## src/hdl/chained_hash_table_defines.svh

```systemverilog
// ---------------------------------------------------------------------------
// chained_hash_table_defines: assertion macros
// Shared assertion forms for the hash table engine.
// ---------------------------------------------------------------------------
`ifndef CHAINED_HASH_TABLE_DEFINES_SVH
`define CHAINED_HASH_TABLE_DEFINES_SVH

// expression must hold at every clock edge out of reset
`define CHT_ASSERT_ALWAYS(lbl, expr, msg) \
  lbl: assert property (@(posedge clk) disable iff (!rst_n) (expr)) else $error(msg);

// antecedent implies consequent in the same cycle
`define CHT_ASSERT_IMPL(lbl, ante, cons, msg) \
  lbl: assert property (@(posedge clk) disable iff (!rst_n) (ante) |-> (cons)) \
    else $error(msg);

`endif

```

## src/hdl/cht_pkg.sv

```systemverilog
// ---------------------------------------------------------------------------
// cht_pkg: shared types and constants
// Command and status codes, defaults and the controller/datapath interface.
// ---------------------------------------------------------------------------
`default_nettype none
package cht_pkg;

  localparam int CHT_BUCKETS = 1024;
  localparam int CHT_POOL    = 1024;

  localparam logic [2:0] CMD_INSERT   = 3'd0;
  localparam logic [2:0] CMD_ERASE    = 3'd1;
  localparam logic [2:0] CMD_CONTAINS = 3'd2;
  localparam logic [2:0] CMD_GET_INS  = 3'd3;
  localparam logic [2:0] CMD_CLEAR    = 3'd4;

  localparam logic [1:0] ST_TRUE  = 2'd0;
  localparam logic [1:0] ST_FALSE = 2'd1;
  localparam logic [1:0] ST_FULL  = 2'd2;

  typedef struct packed {
    logic       load;
    logic       mod_step;
    logic       clr_init;
    logic       clr_step;
    logic       head_rd;
    logic       cur_from_head;
    logic       node_rd;
    logic       advance;
    logic       unlink;
    logic       release_node;
    logic       fl_rd;
    logic       take_free;
    logic       take_unused;
    logic       write_node;
    logic       attach;
    logic       out_load;
    logic       out_use_val;
    logic [1:0] out_status;
  } ctl_t;

  typedef struct packed {
    logic [2:0] cmd;
    logic       mod_done;
    logic       clr_done;
    logic       cur_null;
    logic       match;
    logic       free_valid;
    logic       unused_avail;
  } sts_t;

endpackage
`default_nettype wire

```

## src/hdl/cht_ctrl.sv

```systemverilog
// ---------------------------------------------------------------------------
// cht_ctrl: hash table controller
// Sequences remainder, chain walk, unlink, allocation, clear and response.
// ---------------------------------------------------------------------------
`default_nettype none
module cht_ctrl (
  input  wire logic          clk,
  input  wire logic          rst_n,
  input  wire logic          in_tvalid,
  output logic               in_tready,
  output logic               out_tvalid,
  input  wire logic          out_tready,
  input  wire cht_pkg::sts_t sts,
  output cht_pkg::ctl_t      ctl
);

  typedef enum logic [14:0] {
    S_IDLE = 15'b000000000000001,
    S_DEC  = 15'b000000000000010,
    S_MOD  = 15'b000000000000100,
    S_HRD  = 15'b000000000001000,
    S_HWT  = 15'b000000000010000,
    S_NRD  = 15'b000000000100000,
    S_NWT  = 15'b000000001000000,
    S_ERA  = 15'b000000010000000,
    S_REL  = 15'b000000100000000,
    S_FLR  = 15'b000001000000000,
    S_FLW  = 15'b000010000000000,
    S_WRN  = 15'b000100000000000,
    S_ATT  = 15'b001000000000000,
    S_CLR  = 15'b010000000000000,
    S_INIT = 15'b100000000000000
  } state_t;

  // response handoff happens from S_IDLE's predecessor states via resp_r
  state_t     state_r, state_nxt;
  logic       resp_r, resp_nxt;
  logic [1:0] rstat_r, rstat_nxt;
  logic       ruse_r, ruse_nxt;
  logic       out_valid_r, out_valid_nxt;

  always_comb begin
    ctl       = '0;
    state_nxt = state_r;
    resp_nxt  = resp_r;
    rstat_nxt = rstat_r;
    ruse_nxt  = ruse_r;
    in_tready = 1'b0;

    // pending result moves into the output word once it is free
    if (resp_r && (!out_valid_r || out_tready)) begin
      ctl.out_load    = 1'b1;
      ctl.out_status  = rstat_r;
      ctl.out_use_val = ruse_r;
      resp_nxt        = 1'b0;
    end

    case (state_r)
      S_IDLE: begin
        in_tready = !resp_r;
        if (in_tvalid && !resp_r) begin
          ctl.load  = 1'b1;
          state_nxt = S_DEC;
        end
      end
      S_DEC: begin
        ruse_nxt = 1'b0;
        case (sts.cmd)
          cht_pkg::CMD_INSERT, cht_pkg::CMD_ERASE,
          cht_pkg::CMD_CONTAINS, cht_pkg::CMD_GET_INS: begin
            state_nxt = S_MOD;
          end
          cht_pkg::CMD_CLEAR: begin
            ctl.clr_init = 1'b1;
            state_nxt    = S_CLR;
          end
          default: begin
            rstat_nxt = cht_pkg::ST_FALSE;
            resp_nxt  = 1'b1;
            state_nxt = S_IDLE;
          end
        endcase
      end
      S_MOD: begin
        ctl.mod_step = 1'b1;
        if (sts.mod_done) begin
          state_nxt = S_HRD;
        end
      end
      S_HRD: begin
        ctl.head_rd = 1'b1;
        state_nxt   = S_HWT;
      end
      S_HWT: begin
        ctl.cur_from_head = 1'b1;
        state_nxt         = S_NRD;
      end
      S_NRD: begin
        if (sts.cur_null) begin
          if (sts.cmd == cht_pkg::CMD_INSERT || sts.cmd == cht_pkg::CMD_GET_INS) begin
            if (sts.free_valid) begin
              state_nxt = S_FLR;
            end else if (sts.unused_avail) begin
              ctl.take_unused = 1'b1;
              state_nxt       = S_WRN;
            end else begin
              rstat_nxt = cht_pkg::ST_FULL;
              resp_nxt  = 1'b1;
              state_nxt = S_IDLE;
            end
          end else begin
            rstat_nxt = cht_pkg::ST_FALSE;
            resp_nxt  = 1'b1;
            state_nxt = S_IDLE;
          end
        end else begin
          ctl.node_rd = 1'b1;
          state_nxt   = S_NWT;
        end
      end
      S_NWT: begin
        if (sts.match) begin
          case (sts.cmd)
            cht_pkg::CMD_ERASE: begin
              state_nxt = S_ERA;
            end
            cht_pkg::CMD_INSERT: begin
              rstat_nxt = cht_pkg::ST_FALSE;
              resp_nxt  = 1'b1;
              state_nxt = S_IDLE;
            end
            default: begin
              rstat_nxt = cht_pkg::ST_TRUE;
              ruse_nxt  = (sts.cmd == cht_pkg::CMD_GET_INS);
              resp_nxt  = 1'b1;
              state_nxt = S_IDLE;
            end
          endcase
        end else begin
          ctl.advance = 1'b1;
          state_nxt   = S_NRD;
        end
      end
      S_ERA: begin
        ctl.unlink = 1'b1;
        state_nxt  = S_REL;
      end
      S_REL: begin
        ctl.release_node = 1'b1;
        rstat_nxt        = cht_pkg::ST_TRUE;
        resp_nxt         = 1'b1;
        state_nxt        = S_IDLE;
      end
      S_FLR: begin
        ctl.fl_rd = 1'b1;
        state_nxt = S_FLW;
      end
      S_FLW: begin
        ctl.take_free = 1'b1;
        state_nxt     = S_WRN;
      end
      S_WRN: begin
        ctl.write_node = 1'b1;
        state_nxt      = S_ATT;
      end
      S_ATT: begin
        ctl.attach = 1'b1;
        rstat_nxt  = cht_pkg::ST_TRUE;
        resp_nxt   = 1'b1;
        state_nxt  = S_IDLE;
      end
      S_CLR: begin
        ctl.clr_step = 1'b1;
        if (sts.clr_done) begin
          rstat_nxt = cht_pkg::ST_TRUE;
          resp_nxt  = 1'b1;
          state_nxt = S_IDLE;
        end
      end
      S_INIT: begin
        ctl.clr_step = 1'b1;
        if (sts.clr_done) begin
          state_nxt = S_IDLE;
        end
      end
      default: begin
        state_nxt = S_IDLE;
      end
    endcase

    if (ctl.out_load) begin
      out_valid_nxt = 1'b1;
    end else if (out_tready) begin
      out_valid_nxt = 1'b0;
    end else begin
      out_valid_nxt = out_valid_r;
    end
  end

  always_ff @(posedge clk) begin
    if (!rst_n) begin
      state_r     <= S_INIT;
      resp_r      <= 1'b0;
      out_valid_r <= 1'b0;
    end else begin
      state_r     <= state_nxt;
      resp_r      <= resp_nxt;
      out_valid_r <= out_valid_nxt;
    end
  end

  always_ff @(posedge clk) begin
    rstat_r <= rstat_nxt;
    ruse_r  <= ruse_nxt;
  end

  assign out_tvalid = out_valid_r;

endmodule
`default_nettype wire

```

## config.mk

```make
export PLATFORM = sky130hd
export DESIGN_NAME = cht_ctrl
export DESIGN_NICKNAME = d
export VERILOG_FILES = /design/src/hdl/chained_hash_table_defines.svh /design/src/hdl/cht_pkg.sv /design/src/hdl/cht_ctrl.sv
export SDC_FILE = /design/constraint.sdc
export NUM_CORES = 1
export LEC_CHECK = 0
export ABC_AREA = 1
export BUFFER_PORTS_ARGS = -buffer_cell sky130_fd_sc_hd__buf_4
export CAP_MARGIN = 20
export CORE_UTILIZATION = 60
export CTS_BUF_LIST = sky130_fd_sc_hd__clkbuf_8
export DETAILED_ROUTE_END_ITERATION = 7
export MAX_ROUTING_LAYER = met4
export PLACE_DENSITY = 0.87
export SKIP_LAST_GASP = 1
export SYNTH_ARGS = -nofsm -noshare
export SYNTH_HDL_FRONTEND = slang
export SYNTH_SLANG_ARGS = --single-unit
```

## constraint.sdc

```tcl
create_clock -name clk -period 5.7 [get_ports clk]
set_clock_uncertainty 0.2 [all_clocks]
set_input_delay 0 -clock clk [delete_from_list [all_inputs] [get_ports clk]]
set_output_delay 0 -clock clk [all_outputs]
set_load 0.005 [all_outputs]
```

==> Word level (Yosys, flattened, before mapping) <==
Index checks and enable logic that the tools add are counted.
{ "word_totals": {"latch_bits": 0, "regBits": 20, "memories": 0, "mem_bits_ro": 0, "word_cells": 113, "mem_bits_rw": 0, "output_inout_bits": 21, "in_bits": 13} }
{ "classes": {"mux": 60, "order_cmp": 0, "mul": 0, "n_eq_ne": 30, "add_sub_neg": 0, "n_reduce_logical": 18, "shift": 0, "n_bitwise": 0, "div_mod_pow": 0} }
{ "ops": {"columns": ["op", "n"], "rows": [
  ["$pmux W15 S12", 1],
  ["$mux W15", 5],
  ["$mux W1", 37],
  ["$pmux W14 S2", 1],
  ["$mux W12", 2],
  ["$mux W8", 2],
  ["$ne A2 B2 Y1 const B", 8],
  ["$eq A15 B1 Y1 const B", 1],
  ["$eq A15 B10 Y1 const B", 1],
  ["$eq A15 B11 Y1 const B", 1],
  ["$eq A15 B12 Y1 const B", 1],
  ["$eq A15 B13 Y1 const B", 1],
  ["$eq A15 B14 Y1 const B", 1],
  ["$eq A15 B15 Y1 const B", 1],
  ["$eq A15 B2 Y1 const B", 1],
  ["$eq A15 B3 Y1 const B", 1],
  ["$eq A15 B4 Y1 const B", 1],
  ["$eq A15 B5 Y1 const B", 1],
  ["$eq A15 B6 Y1 const B", 1],
  ["$eq A15 B7 Y1 const B", 1],
  ["$eq A15 B8 Y1 const B", 1],
  ["$eq A15 B9 Y1 const B", 1],
  ["$mux W2", 7],
  ["$pmux W2 S5", 1],
  ["other kinds (20)", 29]
]} }

==> Longest topological paths before layout <==
{ "depth": {"depth_word": 9, "ltp_mapped": 11, "mapped_depth_nobuf": 11} }

==> Worst setup path after synthesis <==
Ideal clock, no wire load.
{ "synth_path": {"kind": "reg2reg", "from": "reg state_r[13]", "to": "reg rstat_r[0], enable pin", "required_ns": 5.191, "arrival_ns": 1.288, "period_less_slack_ns": 1.797, "setup_time_ns": 0.309, "stages_incl_launch_ff": 11, "path_buffers": 1, "path_slack_ns": 3.903, "cell_sequence": "dfxtp_1 -> nor2_2 -> nand2_4 -> nor2_8 -> buf_8 -> nand2_4 -> nand2_2 -> inv_2 -> nand2_1 -> nor2_1 -> nor2_1"} }
{ "synth_between": {"elab_chain_cells": 4, "word_cells_on_any_way": 16, "cone_classes": "eq/ne: 13; reduce/logical: 3"} }
{ "synth_lines": {"columns": ["element", "line_no", "text"], "rows": [
  ["from (decl)", "cht_ctrl.sv:36", "state_t state_r, state_nxt;"],
  ["from (signal assigned)", "cht_ctrl.sv:206", "state_r <= state_nxt;"],
  ["$eq A15 B13 Y1 / $eq A15 B9 Y1 (equally long branches)", "cht_ctrl.sv:58", "case (state_r)"],
  ["$reduce_or A2 Y1 (no line)", null, null],
  ["$reduce_bool A5 Y1 (no line)", null, null],
  ["$reduce_and A8 Y1 (no line) (*)", null, null],
  ["to (signal assigned)", "cht_ctrl.sv:213", "rstat_r <= rstat_nxt;"],
  ["to (decl)", "cht_ctrl.sv:38", "logic [1:0] rstat_r, rstat_nxt;"]
]} }
Mark *: on every way between the ends. The rest lies on a longest branch, timed or not.
A chain may end at the register's enable or synchronous reset.

==> results.cfg <==
[power_and_ir_drop]
clockPowerShare = 0.288
sequentialPowerShare = 0.458
p_total_mw = 0.3291
p_per_area_nw_per_um2 = 176.9
peakVddDrop_mv = 0.1344
switchingPower_mw = 0.1035
leakagePower_nw = 1.014
p_comb_frac = 0.254
p_sw_frac = 0.3144
p_int_mw = 0.2256

[synthesis]
synth_xor_area_frac = 0
synth_top_family_by_area = simple AND/OR/NAND/NOR gates
synthAdderAreaFrac = 0
synthMuxAreaShare = 0
netlist_top_cells_area = dfxtp_1, nand2_1, nor2_1, inv_1, nand3_1
synth_cells = 242
yosys.area_share.simple = 0.5105
yosysWarnings = 0
syn_area_um2 = 1488
yosysTopAreaCell = dfxtp_1
ys_seq_elements = 20
yosysTopAreaCellShare = 0.2288
synthDistinctLibCells = 32
synth_compound_area_frac = 0.04710
syn_avg_cell_area_um2 = 6.147
yosysSeqAreaShare = 0.2893
syn_nets = 255

[run_status]
violations = hold timing
status = complete, but fails checks

[floorplanning]
core-area_um2 = 2276
rows = 17
start_util = 0.6537
dieArea_um2 = 2683
die_width_um = 51.80
io-pin-count = 34
die_h_um = 51.80

[sta]
tns_ps = 0
rsz0062_at_grt = no
fmax_mhz = 489.9
maxSlewHeadroom = 0.7088
drv_slew = 0
worst_pin_slew_ps = 436.3
setup_slack_ps = 3659
min_period_ps = 2041
setup_viol = 0
final.period_utilization = 0.3581
whs_ps = -0.3031
hold_viol_final = 1

[placed_design]
dpl.hpwl_um = 2766
portBuffers = 33
dpl_cell_area_um2 = 1725
gp_routability_congestion = 0.9304
pre_cts_ws_ps = 3713

[final_layout]
n_fill_cell = 164
drive_gt1_frac = 0.2014
final_area_um2 = 1861
multi_input_area_um2 = 829.5
area_delta_synth_final_pct = 25.06
final_cell_mix = nand2_1, nor2_1, inv_1
layout_commonest_cell = nand2_1
final_nets = 297
diodes = 0
ff_latch_area_um2 = 430.4

[route]
num_vias = 1653
wirelength_um = 3866
routedWlPerCell_um = 12.43
drc_errors = 0
drtIter0Drc = 65
first_pass_iters = 5
route.antenna.remaining_nets = 0
viasPerCell = 5.315

[worst_setup_path]
critPathLaunchType = flip-flop
r2r_setup_slack_ps = 3670
required_ps = 5500
worstSetupPathType = reg2out
regToRegStartpoint = state_r[13]
path_max_fanout = 12
crit_arrival_ps = 1840
critPathCaptureType = output port
startpoint = state_r[13]

[clock_network]
clkTransAtPathRegs_ps = 70
cts_tree = yes
insertion_delay_ps = 260
cts_made_buffers = 3
cts.htree.levels = 1
clock-sinks = 20
root_buffer = clkbuf_8
clock_path_buffers = 2
post-cts-setup-buffers = 0

[hold_path]
min_from = sts[7]
worstHoldPathType = in2reg

[global_route]
grt-ovfl-total = 0
grt_pass1_wl_um = 6341
antenna_found_initial = 0
grt_use_total = 0.3316
grt_pass1_vias = 1470
grt_max_degree = 13

[job]
drv_cap = 0
[synth_stat cells (all sizes together)]
cell,instances
inv,47
nor4,3
clkbuf,1
o21a,1
nand3,19
edfxtp,3
buf,4
nand4,6
a21oi,6
clkinv,1
dfxtp,17
nand2,58
and3,3
nor2,53
nor3b,2
o221ai,1
nor3,13
o21ai,4
[flip-flops by register name (all words and copies together) (netlist names)]
signal and count:
rstat_r 2, ruse_r 1, out_tvalid 1, resp_r 1, state_r 15
[layer usage]
layer / track usage / up-vias / share of wire
met5: - / - / 0
met4: 0.1396 / 0 / 0.025
met3: 0.04678 / 11 / 0.069
met2: 0.5736 / 77 / 0.49
met1: 0.3827 / 731 / 0.42
li1: - / 834 / -
[power groups by stage]
stage,clock (mW),combinational [mW],sequential [mW]
3_5_place_dp,0,0.0764,0.154
5_1_grt,0.102,0.0924,0.151
4_1_cts,0.0959,0.0816,0.150
2_1_floorplan,0,0.0583,0.153
3_3_place_gp,0,0.0760,0.154
6_report,0.0947,0.0837,0.151
[layout make-up]
cell class | count | area share
multi-input combinational | 169 | 0.4459
sequential | 20 | 0.2313
timing repair buffer | 42 | 0.1816
inverter | 48 | 0.09818
clock buffer | 3 | 0.02219
tap | 28 | 0.01883
clock inverter | 1 | 0.002017
[worst paths after layout]
kind                       to  depth (start not counted)
setup / recovery      ctl[18]                          8
hold / removal         ruse_r                          3
setup reg to reg   rstat_r[0]                          9
hold reg to reg   state_r[14]                          2
[metrics by stage]
stage,instances,utilization,hold WS [ps]
after floorplan,242,-,-161.4
after global placement,298,0.7581,12.63
after detailed placement,298,0.7581,16.35
after CTS,311,0.8175,6.430
after global routing,311,0.8175,25.92
final,311,0.8175,-0.3031
[kinds of logic after synthesis]
group,count (synthesis)
compound gates,12
simple gates,157
flops,20
buf+inv,53
[worst max-delay path, cell delays in order (launching register included)]
cell and delay [ps]:
dfxtp_1 350, nor2_2 180, nand2_4 110, nor2_8 240, nand2_2 110, inv_1 120
nand2_1 130, nor3b_1 210, buf_4 140
[timing repair]
item                                   in CTS  in global routing
endpoints found under the hold margin      11                  0
hold buffers                                9                  0
resized for setup                           0                  0
No activity file was read; power rests on OpenSTA's default activity.
